<file path="config.mk">
export PLATFORM = sky130hd
export DESIGN_NAME = joint_pd_torque_with_slew_limits_core
export DESIGN_NICKNAME = d
export VERILOG_FILES = /design/src/hdl/jpdt_pkg.sv /design/src/hdl/joint_pd_torque_with_slew_limits_core.sv /design/src/hdl/jpdt_regs.sv /design/src/hdl/jpdt_ctrl.sv /design/src/hdl/jpdt_dp.sv
export SDC_FILE = /design/constraint.sdc
export NUM_CORES = 2
export LEC_CHECK = 0
export BUFFER_PORTS_ARGS = -buffer_cell sky130_fd_sc_hd__clkbuf_2
export CORE_MARGIN = 8
export CORE_UTILIZATION = 70
export DETAILED_ROUTE_END_ITERATION = 8
export PLACE_DENSITY = 0.95
export REMOVE_ABC_BUFFERS = 1
export SLEW_MARGIN = 10
export SYNTH_ARGS = -nofsm -noshare
export SYNTH_HDL_FRONTEND = slang
export SYNTH_SLANG_ARGS = --single-unit
</file>
<file path="constraint.sdc">
create_clock -name clk -period 30.1 [get_ports clk]
set_input_delay 1.505 -clock clk [delete_from_list [all_inputs] [get_ports clk]]
set_output_delay 1.505 -clock clk [all_outputs]
set_load 0.02 [all_outputs]
</file>
<file path="src/hdl/jpdt_pkg.sv">
// shared types, constants and fixed-point helpers for the joint pd torque core
package jpdt_pkg;

  localparam int JOINT_COUNT = 7;
  localparam int JIDX_W      = (JOINT_COUNT > 1) ? $clog2(JOINT_COUNT) : 1;

  localparam int IN_TDATA_W  = 136;
  localparam int OUT_TDATA_W = 72;
  localparam int CFG_IDX_W   = 3;
  localparam int CFG_DATA_W  = 25;

  localparam logic [1:0] MODE_POLICY   = 2'd0;
  localparam logic [1:0] MODE_PLAYBACK = 2'd1;

  localparam logic [CFG_IDX_W-1:0] REG_CONTROL_MODE    = 3'd0;
  localparam logic [CFG_IDX_W-1:0] REG_MAX_TARGET_STEP = 3'd1;
  localparam logic [CFG_IDX_W-1:0] REG_PLAYBACK_GAIN   = 3'd2;
  localparam logic [CFG_IDX_W-1:0] REG_POLICY_GAIN     = 3'd3;
  localparam logic [CFG_IDX_W-1:0] REG_FREE_DAMPING    = 3'd4;
  localparam logic [CFG_IDX_W-1:0] REG_MAX_TORQUE_STEP = 3'd5;

  localparam logic [2:0] LAST_GAIN_ROW = 3'd6;

  localparam logic [24:0] KP_TAB [7] = '{
    25'd26214400, 25'd26214400, 25'd26214400, 25'd19660800,
    25'd3932160, 25'd2621440, 25'd655360
  };
  localparam logic [24:0] KD_TAB [7] = '{
    25'd3276800, 25'd3276800, 25'd3276800, 25'd2837792,
    25'd1269099, 25'd1036215, 25'd518108
  };

  typedef struct packed {
    logic [1:0]  control_mode;
    logic [16:0] max_target_step;
    logic [16:0] playback_gain;
    logic [16:0] policy_gain;
    logic [16:0] free_damping;
    logic [24:0] max_torque_step;
  } cfg_t;

  typedef enum logic [3:0] {
    OP_NONE,
    OP_CAPTURE,
    OP_DELTA,
    OP_MULG,
    OP_UPDF,
    OP_ERR,
    OP_MULKP,
    OP_SUM,
    OP_FMUL,
    OP_FSUM,
    OP_SLEW,
    OP_LOAD
  } op_t;

  typedef struct packed {
    op_t op;
  } dp_cmd_t;

  typedef struct packed {
    logic drop;
    logic free_mode;
    logic out_busy;
  } dp_status_t;

  // saturate a 35 bit signed value to 32 bits
  function automatic logic signed [31:0] sat35(input logic signed [34:0] v);
    logic signed [31:0] r;
    if (v[34:31] != {4{v[31]}}) begin
      r = v[34] ? 32'sh8000_0000 : 32'sh7fff_ffff;
    end else begin
      r = v[31:0];
    end
    return r;
  endfunction

  // round a q34.32 product to q16.16, ties toward +inf, then saturate
  function automatic logic signed [31:0] qround(input logic signed [65:0] p);
    logic signed [66:0] s;
    logic signed [50:0] t;
    logic signed [31:0] r;
    s = 67'(p) + 67'sd32768;
    t = s[66:16];
    if (t[50:31] != {20{t[31]}}) begin
      r = t[50] ? 32'sh8000_0000 : 32'sh7fff_ffff;
    end else begin
      r = t[31:0];
    end
    return r;
  endfunction

endpackage

</file>
<file path="src/hdl/joint_pd_torque_with_slew_limits_core.sv">
// top level: joint pd torque controller with target smoothing and torque slew limit
// the sequencer steps one shared 33x33 multiplier through each item in tracking and free modes
// a new item is taken in only once the sequencer is through with the last one or has dropped it
// reset clears configuration to defaults, all seed flags and last torques to zero
// a result waits in the output register while the next item is taken in
module joint_pd_torque_with_slew_limits_core
  import jpdt_pkg::*;
(
  input  logic                   clk,
  input  logic                   rst,
  input  logic                   s_axis_tvalid,
  output logic                   s_axis_tready,
  // joint_index, target_position, measured_position, measured_velocity,
  // compensation_torque, zero fill
  input  logic [IN_TDATA_W-1:0]  s_axis_tdata,
  // target_valid
  input  logic                   s_axis_tuser,
  output logic                   m_axis_tvalid,
  input  logic                   m_axis_tready,
  // out_joint_index, torque_command, smoothed_target, zero fill
  output logic [OUT_TDATA_W-1:0] m_axis_tdata,
  input  logic                   cfg_valid,
  output logic                   cfg_ready,
  input  logic [CFG_IDX_W-1:0]   cfg_index,
  input  logic [CFG_DATA_W-1:0]  cfg_data
);

  cfg_t       cfg;
  dp_cmd_t    cmd;
  dp_status_t status;

  jpdt_regs u_regs (
    .clk       (clk),
    .rst       (rst),
    .cfg_valid (cfg_valid),
    .cfg_ready (cfg_ready),
    .cfg_index (cfg_index),
    .cfg_data  (cfg_data),
    .cfg       (cfg)
  );

  jpdt_ctrl u_ctrl (
    .clk      (clk),
    .rst      (rst),
    .in_valid (s_axis_tvalid),
    .in_ready (s_axis_tready),
    .status   (status),
    .cmd      (cmd)
  );

  jpdt_dp u_dp (
    .clk       (clk),
    .rst       (rst),
    .cfg       (cfg),
    .cmd       (cmd),
    .status    (status),
    .in_data   (s_axis_tdata),
    .in_flag   (s_axis_tuser),
    .out_valid (m_axis_tvalid),
    .out_ready (m_axis_tready),
    .out_data  (m_axis_tdata)
  );

endmodule

</file>
<file path="src/hdl/jpdt_regs.sv">
// configuration register file
module jpdt_regs
  import jpdt_pkg::*;
(
  input  logic                  clk,
  input  logic                  rst,
  input  logic                  cfg_valid,
  output logic                  cfg_ready,
  input  logic [CFG_IDX_W-1:0]  cfg_index,
  input  logic [CFG_DATA_W-1:0] cfg_data,
  output cfg_t                  cfg
);

  assign cfg_ready = 1'b1;

  always_ff @(posedge clk) begin
    if (rst) begin
      cfg.control_mode    <= MODE_POLICY;
      cfg.max_target_step <= 17'd6554;
      cfg.playback_gain   <= 17'd328;
      cfg.policy_gain     <= 17'd65536;
      cfg.free_damping    <= 17'd3277;
      cfg.max_torque_step <= 25'd65536;
    end else if (cfg_valid) begin
      case (cfg_index)
        REG_CONTROL_MODE:    cfg.control_mode    <= cfg_data[1:0];
        REG_MAX_TARGET_STEP: cfg.max_target_step <= cfg_data[16:0];
        REG_PLAYBACK_GAIN:   cfg.playback_gain   <= cfg_data[16:0];
        REG_POLICY_GAIN:     cfg.policy_gain     <= cfg_data[16:0];
        REG_FREE_DAMPING:    cfg.free_damping    <= cfg_data[16:0];
        REG_MAX_TORQUE_STEP: cfg.max_torque_step <= cfg_data[24:0];
        default: ;
      endcase
    end
  end

endmodule

</file>
<file path="src/hdl/jpdt_ctrl.sv">
// sequencer state machine for one joint sample
module jpdt_ctrl
  import jpdt_pkg::*;
(
  input  logic       clk,
  input  logic       rst,
  input  logic       in_valid,
  output logic       in_ready,
  input  dp_status_t status,
  output dp_cmd_t    cmd
);

  typedef enum logic [3:0] {
    S_IDLE,
    S_CHECK,
    S_DELTA,
    S_MULG,
    S_UPDF,
    S_ERR,
    S_MULKP,
    S_SUM,
    S_FMUL,
    S_FSUM,
    S_SLEW,
    S_DONE
  } state_t;

  state_t state;

  assign in_ready = (state == S_IDLE);

  always_comb begin
    cmd.op = OP_NONE;
    case (state)
      S_IDLE:  cmd.op = in_valid ? OP_CAPTURE : OP_NONE;
      S_CHECK: cmd.op = OP_NONE;
      S_DELTA: cmd.op = OP_DELTA;
      S_MULG:  cmd.op = OP_MULG;
      S_UPDF:  cmd.op = OP_UPDF;
      S_ERR:   cmd.op = OP_ERR;
      S_MULKP: cmd.op = OP_MULKP;
      S_SUM:   cmd.op = OP_SUM;
      S_FMUL:  cmd.op = OP_FMUL;
      S_FSUM:  cmd.op = OP_FSUM;
      S_SLEW:  cmd.op = OP_SLEW;
      S_DONE:  cmd.op = status.out_busy ? OP_NONE : OP_LOAD;
      default: cmd.op = OP_NONE;
    endcase
  end

  always_ff @(posedge clk) begin
    if (rst) begin
      state <= S_IDLE;
    end else begin
      case (state)
        S_IDLE: begin
          if (in_valid) state <= S_CHECK;
        end
        S_CHECK: begin
          if (status.drop) state <= S_IDLE;
          else if (status.free_mode) state <= S_FMUL;
          else state <= S_DELTA;
        end
        S_DELTA: state <= S_MULG;
        S_MULG:  state <= S_UPDF;
        S_UPDF:  state <= S_ERR;
        S_ERR:   state <= S_MULKP;
        S_MULKP: state <= S_SUM;
        S_SUM:   state <= S_SLEW;
        S_FMUL:  state <= S_FSUM;
        S_FSUM:  state <= S_SLEW;
        S_SLEW:  state <= S_DONE;
        S_DONE: begin
          if (!status.out_busy) state <= S_IDLE;
        end
        default: state <= S_IDLE;
      endcase
    end
  end

endmodule

</file>
<file path="src/hdl/jpdt_dp.sv">
// datapath: joint state, shared multiplier, filter, pd law, slew limit, output register
module jpdt_dp
  import jpdt_pkg::*;
(
  input  logic                   clk,
  input  logic                   rst,
  input  cfg_t                   cfg,
  input  dp_cmd_t                cmd,
  output dp_status_t             status,
  input  logic [IN_TDATA_W-1:0]  in_data,
  input  logic                   in_flag,
  output logic                   out_valid,
  input  logic                   out_ready,
  output logic [OUT_TDATA_W-1:0] out_data
);

  logic [2:0]         j_r;
  logic signed [31:0] tgt_r, q_r, dq_r, comp_r;
  logic               valid_r;
  logic signed [31:0] f_r, err_r, tau_r, cmd_r;
  logic signed [17:0] delta_r;
  logic signed [33:0] acc_r;
  logic signed [65:0] prod_r;

  logic signed [31:0] ft [JOINT_COUNT];
  logic               seeded [JOINT_COUNT];
  logic signed [31:0] last_t [JOINT_COUNT];

  logic [2:0]         out_j;
  logic signed [31:0] out_cmd, out_smooth;

  logic [JIDX_W-1:0]  jx;
  logic [2:0]         g;
  logic [16:0]        gain;
  logic signed [32:0] mul_a, mul_b;
  logic signed [31:0] rnd;
  logic signed [31:0] f_sel;
  logic signed [32:0] d33, tlim, tlim_n;
  logic signed [17:0] delta_n;
  logic signed [31:0] f_new;
  logic signed [32:0] s33, slim, slim_n, s_diff;
  logic signed [31:0] cmd_n;

  assign jx   = JIDX_W'(j_r);
  assign g    = (j_r > LAST_GAIN_ROW) ? LAST_GAIN_ROW : j_r;
  assign gain = (cfg.control_mode == MODE_PLAYBACK) ? cfg.playback_gain : cfg.policy_gain;
  assign rnd  = qround(prod_r);

  assign status.drop = (5'(j_r) >= 5'(JOINT_COUNT)) ||
                       ((cfg.control_mode == MODE_PLAYBACK) && !valid_r);
  assign status.free_mode = cfg.control_mode[1];
  assign status.out_busy  = out_valid && !out_ready;

  // target filter step
  always_comb begin
    f_sel  = seeded[jx] ? ft[jx] : q_r;
    d33    = 33'(tgt_r) - 33'(f_sel);
    tlim   = $signed({16'd0, cfg.max_target_step});
    tlim_n = -tlim;
    if (d33 > tlim) delta_n = 18'(tlim);
    else if (d33 < tlim_n) delta_n = 18'(tlim_n);
    else delta_n = 18'(d33);
    f_new = sat35(35'(f_r) + 35'(rnd));
  end

  // slew limit against last torque
  always_comb begin
    s33    = 33'(tau_r) - 33'(last_t[jx]);
    slim   = $signed({8'd0, cfg.max_torque_step});
    slim_n = -slim;
    if (s33 > slim) s_diff = slim;
    else if (s33 < slim_n) s_diff = slim_n;
    else s_diff = s33;
    cmd_n = sat35(35'(last_t[jx]) + 35'(s_diff));
  end

  // shared multiplier operand select
  always_comb begin
    mul_a = '0;
    mul_b = '0;
    case (cmd.op)
      OP_DELTA: begin
        mul_a = $signed({8'd0, KD_TAB[g]});
        mul_b = 33'(dq_r);
      end
      OP_MULG: begin
        mul_a = $signed({16'd0, gain});
        mul_b = 33'(delta_r);
      end
      OP_MULKP: begin
        mul_a = $signed({8'd0, KP_TAB[g]});
        mul_b = 33'(err_r);
      end
      OP_FMUL: begin
        mul_a = $signed({16'd0, cfg.free_damping});
        mul_b = 33'(dq_r);
      end
      default: begin
        mul_a = '0;
        mul_b = '0;
      end
    endcase
  end

  always_ff @(posedge clk) begin
    case (cmd.op)
      OP_CAPTURE: begin
        j_r     <= in_data[2:0];
        tgt_r   <= in_data[34:3];
        q_r     <= in_data[66:35];
        dq_r    <= in_data[98:67];
        comp_r  <= in_data[130:99];
        valid_r <= in_flag;
      end
      OP_DELTA: begin
        f_r     <= f_sel;
        delta_r <= delta_n;
        prod_r  <= mul_a * mul_b;
      end
      OP_MULG: begin
        acc_r  <= 34'(comp_r) - 34'(rnd);
        prod_r <= mul_a * mul_b;
      end
      OP_UPDF: begin
        f_r <= f_new;
        ft[jx] <= f_new;
      end
      OP_ERR: begin
        err_r <= sat35(35'(f_r) - 35'(q_r));
      end
      OP_MULKP: begin
        prod_r <= mul_a * mul_b;
      end
      OP_SUM: begin
        tau_r <= sat35(35'(acc_r) + 35'(rnd));
      end
      OP_FMUL: begin
        f_r    <= '0;
        prod_r <= mul_a * mul_b;
      end
      OP_FSUM: begin
        tau_r <= sat35(35'(comp_r) - 35'(rnd));
      end
      OP_SLEW: begin
        cmd_r <= cmd_n;
      end
      OP_LOAD: begin
        out_j      <= j_r;
        out_cmd    <= cmd_r;
        out_smooth <= f_r;
      end
      default: ;
    endcase
  end

  // per joint control state
  always_ff @(posedge clk) begin
    if (rst) begin
      for (int i = 0; i < JOINT_COUNT; i++) begin
        seeded[i] <= 1'b0;
        last_t[i] <= '0;
      end
    end else begin
      if (cmd.op == OP_UPDF) seeded[jx] <= 1'b1;
      if (cmd.op == OP_SLEW) last_t[jx] <= cmd_n;
    end
  end

  always_ff @(posedge clk) begin
    if (rst) begin
      out_valid <= 1'b0;
    end else if (cmd.op == OP_LOAD) begin
      out_valid <= 1'b1;
    end else if (out_ready) begin
      out_valid <= 1'b0;
    end
  end

  assign out_data = {5'd0, out_smooth, out_cmd, out_j};

endmodule
</file>
Yosys cells after proc, flatten, opt, wreduce, memory -nomap -nowiden
Memory sizes are Yosys's and may differ from the RTL's. A register that Yosys moved wholly into a read port is not among the register bits.
Cells that the tools add are included.

cells by class
  add/sub/neg operators = 11
  multiply operators = 1
  $lt $le $gt $ge = 7
  eq/ne operators = 36
  mux-type cells = 55
  bitwise operators = 1
  reduce and logical (&&, ||, !) cells = 22

operators with widths
  operator                count
  $mux 32                 14
  $sub 32x32->33          5
  $mux 25                 4
  $pmux 25 s4             1
  $pmux 33 s3             1
  $pmux 32 s3             1
  $pmux 4 s11             2
  $lt 33x33->1            2
  $mux 33                 2
  $pmux 32 s2             1
  $add 59x17->60 const B  1
  $mul 26x33->59          1
  $add 32x33->34          1
  $add 33x32->34          1
  $mux 17                 2
  $add 32x32->33          1
  $gt 33x18->1            1
  $gt 33x26->1            1
  $neg 17->33             1
  $neg 25->33             1
  $eq 4x3->1 const B      8
  $eq 4x4->1 const B      8
  $reduce_or 32->1        1
  $mux 4                  5
  27 further kinds        67

word-level totals
  bits in registers = 537
  RAM bits = 455
  ROM bits = 400
  input port bits = 170
  memories = 5

memory list
  memory            depth  width  read ports  clocked after Yosys merged registers in  write ports  RTL line       text
  u_dp.ft           7      32     1           1                                        1            jpdt_dp.sv:25  logic signed [31:0] ft [JOINT_COUNT];
  u_dp.last_t       7      32     1           1                                        7            jpdt_dp.sv:27  logic signed [31:0] last_t [JOINT_COUNT];
  (name not given)  8      25     1           0                                        0            jpdt_dp.sv:83  mul_a = $signed({8'd0, KD_TAB[g]});
  (name not given)  8      25     1           0                                        0            jpdt_dp.sv:91  mul_a = $signed({8'd0, KP_TAB[g]});
  u_dp.seeded       7      1      1           1                                        7            jpdt_dp.sv:26  logic seeded [JOINT_COUNT];

Logic depth before layout (Yosys ltp)
  word-level depth = 10
  depth in mapped cells = 47
  depth with buffers taken out = 39

Cells and area by module
A second synthesis with hierarchy kept.

second synthesis, totals
  cell total of the unflattened synthesis = 8,058
  area total of the unflattened synthesis = 83,766.6 µm²

by module, submodules not included
  module     times used  cells an instance  area each (µm²)  sequential area each (µm²)
  jpdt_dp    1           7,638              79,462.5         27,076.0
  jpdt_regs  1           365                3,912.5          1,901.8
  jpdt_ctrl  1           55                 391.6            80.1

Worst setup path before layout
Ideal clock, no wire load.

  path type = register -> register
  start point = register with a tool-made name
  end point = memory u_dp.last_t[6][22]
  setup time = 75 ps
  arrival time = 10,947 ps
  setup slack = 19,078 ps
  cell stages (with the launch flop) = 44
  buffers on the path = 8
  period minus slack after synthesis = 11,022 ps
  path through = dfxtp_1 > clkbuf_1 > clkbuf_1 > buf_1 > buf_1 > mux4_2 > mux2i_1 > ha_1 > a2111o_1 > a31o_2 > a31oi_1 > o21ai_0 > a21o_1 > a21oi_1 > xnor2_1 > ha_1 > nand4_1 > a211oi_1 > [8 not listed] > buf_2 > a31oi_1 > ha_1 > fa_1 > a21o_1 > a311o_1 > a221oi_1 > nor2b_1 > a31oi_1 > o31ai_1 > a221o_1 > xor2_1 > o21a_1 > and3_1 > clkbuf_1 > buf_1 > a21oi_1 > o21ai_0

RTL lines
  element           RTL line
  end: declaration  jpdt_dp.sv:27

==> flow_metrics.tcl <==
set metrics [dict create \
    drt_wl_total_mm 271 \
    endpoint_kind "register" \
    netlist_instances 8297 \
    hpwl_mm 195 \
    finalHoldViolations 0 \
    yosys.area_share.simple 0.117 \
    synth-adder-area-share 0.271 \
    initial_utilization 0.703 \
    synthFlopType "edfxtp_1" \
    cts.sinks 1013 \
    syn_to_final_growth_pct 7.88 \
    max_stage_delay_ns 0.94 \
    cts_tree "built" \
    peakVddDrop_v 0.000130 \
    crit_type "reg -> reg" \
    num_rows 127 \
    die_h_um 362 \
    synth_area_per_cell_um2 10.1 \
    muxShareOfSynthArea 0.0485 \
    worst_slew_pin_slew_ns 1.29 \
    synth_top_family_by_area "adder cells" \
    ant_nets 0 \
    cts_buffers 102 \
    critical_path_required_ns 30.62 \
    utilization 0.758 \
    total_power_mw 9.79 \
    status "finished, violations left" \
    synth_seq_cells 1013 \
    reg2reg_slack_ns 15.86 \
    cts_repair_resize_count 0 \
    top_level_ports 245 \
    clock_path_buffers 3 \
    violations "design-rule violations" \
    synth_area_leader_cell "edfxtp_1" \
    viasPerCell 6.83 \
    layout_commonest_cell "inv_1" \
    tns_ns 0 \
    htree_levels 3 \
    async_flop_share 0 \
    synth_compound_area_frac 0.119 \
    clk_latency_ns 0.81 \
    slew_viol_final 0 \
    max_freq_ghz 0.0702 \
    coreArea_mm2 0.119 \
    drive_gt1_frac 0.0862 \
    netlist.area_leader.share 0.314 \
    leakage_nw 39.4 \
    path_max_fanout 52 \
    yosysSeqAreaShare 0.346 \
    die_w_um 362 \
    most-common-layout-cells "1074 x inv_1, 917 x nor2_1, 877 x edfxtp_1, 798 x fa_1, 741 x nand2_1" \
    synth_warnings 0 \
    relSlewSlack 0.136 \
    first_iter_violations 10000 \
    synth-edff-count 877 \
    clkSlewWorstSetupHoldPaths_ns 0.07 \
    grt_max_degree 90 \
    synth_area_leaders "edfxtp_1 31%, fa_1 19%, ha_1 7.9%, inv_1 4.8%, nor2_1 4.1%" \
    startpoint_type "register" \
    worstPathArrival_ns 14.76 \
    grt_pass1_wl_mm 404 \
    rsz0062_at_grt "no" \
    crit_path_top_delay_cell "nand2_1" \
    power_density_mw_per_mm2 108 \
    syn-cell-area_mm2 0.0840 \
    synth_xor_area_frac 0.0323 \
    die_area_mm2 0.131 \
    place.gp.congestion 1.03 \
    antenna_found_initial 6 \
    routed_wire_length_per_instance_um 27.0 \
    drc 2 \
    drt_pass1_iterations 9 \
    nFillCells 7402 \
    vias 68700 \
    overflow 0 \
    hold_path.class "reg -> reg" \
    yosysUniqueCellTypes 97 \
    worst_path_most_repeated_cell "a21oi_1" \
    cts_root_buffer "clkbuf_16" \
    grt_pass1_vias 70000 \
    setup_viol 0 \
    track_usage 0.405 \
    final_net_count 9841 \
    cts_setup_buffers 0 \
    finalCritPeriodShare 0.473 \
    maxCapViolations 0 \
    layout_min_cycle_time_ns 14.24 \
    io_buffers 233 \
    cts_hold_buf 0 \
    fin_worst_skew_ns 0.0901 \
]
[registers in the layout, indices dropped and copies added, names as in the netlist, 4 cells and up, named ones only]
| name | count |
|---|---|
| u_dp.comp_r | 32 |
| u_dp.seeded | 8 |
| u_ctrl.state | 4 |
| u_regs.cfg | 95 |
| u_dp.last_t | 256 |
| u_dp.dq_r | 32 |
| u_dp.f_r | 32 |
| u_dp.q_r | 32 |
| u_dp.tau_r | 32 |
| u_dp.out_cmd | 32 |
| u_dp.delta_r | 18 |
| u_dp.acc_r | 33 |
| u_dp.ft | 224 |
| u_dp.tgt_r | 32 |
| u_dp.out_smooth | 32 |
| u_dp.cmd_r | 32 |
| u_dp.prod_r | 44 |
| u_dp.err_r | 32 |
[cells by family after synthesis]
group / Yosys count
buffers and inverters: 1476
xor gates and xnor gates: 309
adders and majority gates: 1341
AOI/OAI and AO/OA: 1621
DFF: 1013
other: 2
and+or+nand+nor: 2255
muxes: 280
[worst max-delay path: cells and delay by family (launching register included)]
family | cells | cell delay, ns
AO/OA/AOI/OAI | 22 | 7.20
buffers and inverters | 4 | 1.70
multiplexers | 2 | 1.05
adder cells (fa/ha/maj) | 3 | 1.06
flip-flops | 1 | 0.60
AND/OR/NAND/NOR | 6 | 1.99
XOR/XNOR | 2 | 0.36
[worst paths after layout]
| kind | startpoint | endpoint | depth (start not counted) |
|---|---|---|---|
| setup / recovery | register | u_dp.last_t[5][30] | 39 |
| hold / removal | u_dp.cmd_r[5] | u_dp.out_cmd[5] | 0 |
| setup reg to reg | register | u_dp.last_t[5][30] | 39 |
| hold reg to reg | u_dp.cmd_r[5] | u_dp.out_cmd[5] | 0 |
[cells in the mapped netlist (42+ instances only)]
master and count:
nor2b_1 55, inv_1 1076, a21o_1 174, o22ai_1 44, a21oi_1 550, xnor2_1 198
nor2_1 926, xor2_1 110, fa_1 798, a31oi_1 42, o21a_1 54, edfxtp_1 877
mux4_2 98, nand4_1 58, clkbuf_1 351, o21ai_0 411, a211oi_1 48, nand3_1 82
ha_1 528, mux2i_1 149, nor3_1 82, nand2b_1 100, dfxtp_1 136, nand2_1 742
[layout make-up]
cell class	count	area, um2	share of cell area
clock inverter	62	920	0.0102
clock buffer	130	2700	0.0298
sequential	1013	29100	0.321
multi-input combinational	5812	49900	0.550
tap	1612	2020	0.0223
antenna	8	20.0	0.000221
timing repair buffer	338	1960	0.0217
inverter	1078	4050	0.0447
[stage by stage]
step	area (um2)	worst slack, ns	hold slack (ns)	std cells
2_1_floorplan	82500	11.97	0.400	7903
6_report	90600	15.86	0.421	10100
3_5_place_dp	86900	16.07	0.405	9852
4_1_cts	90500	16.06	0.422	10000
5_1_grt	90600	15.49	0.422	10000
3_3_place_gp	86900	16.46	0.401	9852
[layer usage]
layer  global-route usage  routed length (um)
met5                    0                  25
met4                0.300               26400
met3                0.122               38800
met2                0.627              120000
met1                0.478               86100
[power by group]
group | leakage (nW) | total (mW) | internal (mW) | switching, mW
logic | 28.3 | 6.01 | 1.98 | 4.03
registers | 9.39 | 2.39 | 2.17 | 0.217
clock network | 1.73 | 1.39 | 0.790 | 0.601
total | 39.4 | 9.79 | 4.94 | 4.85
Note: power is estimated with default switching activity, not from simulation.
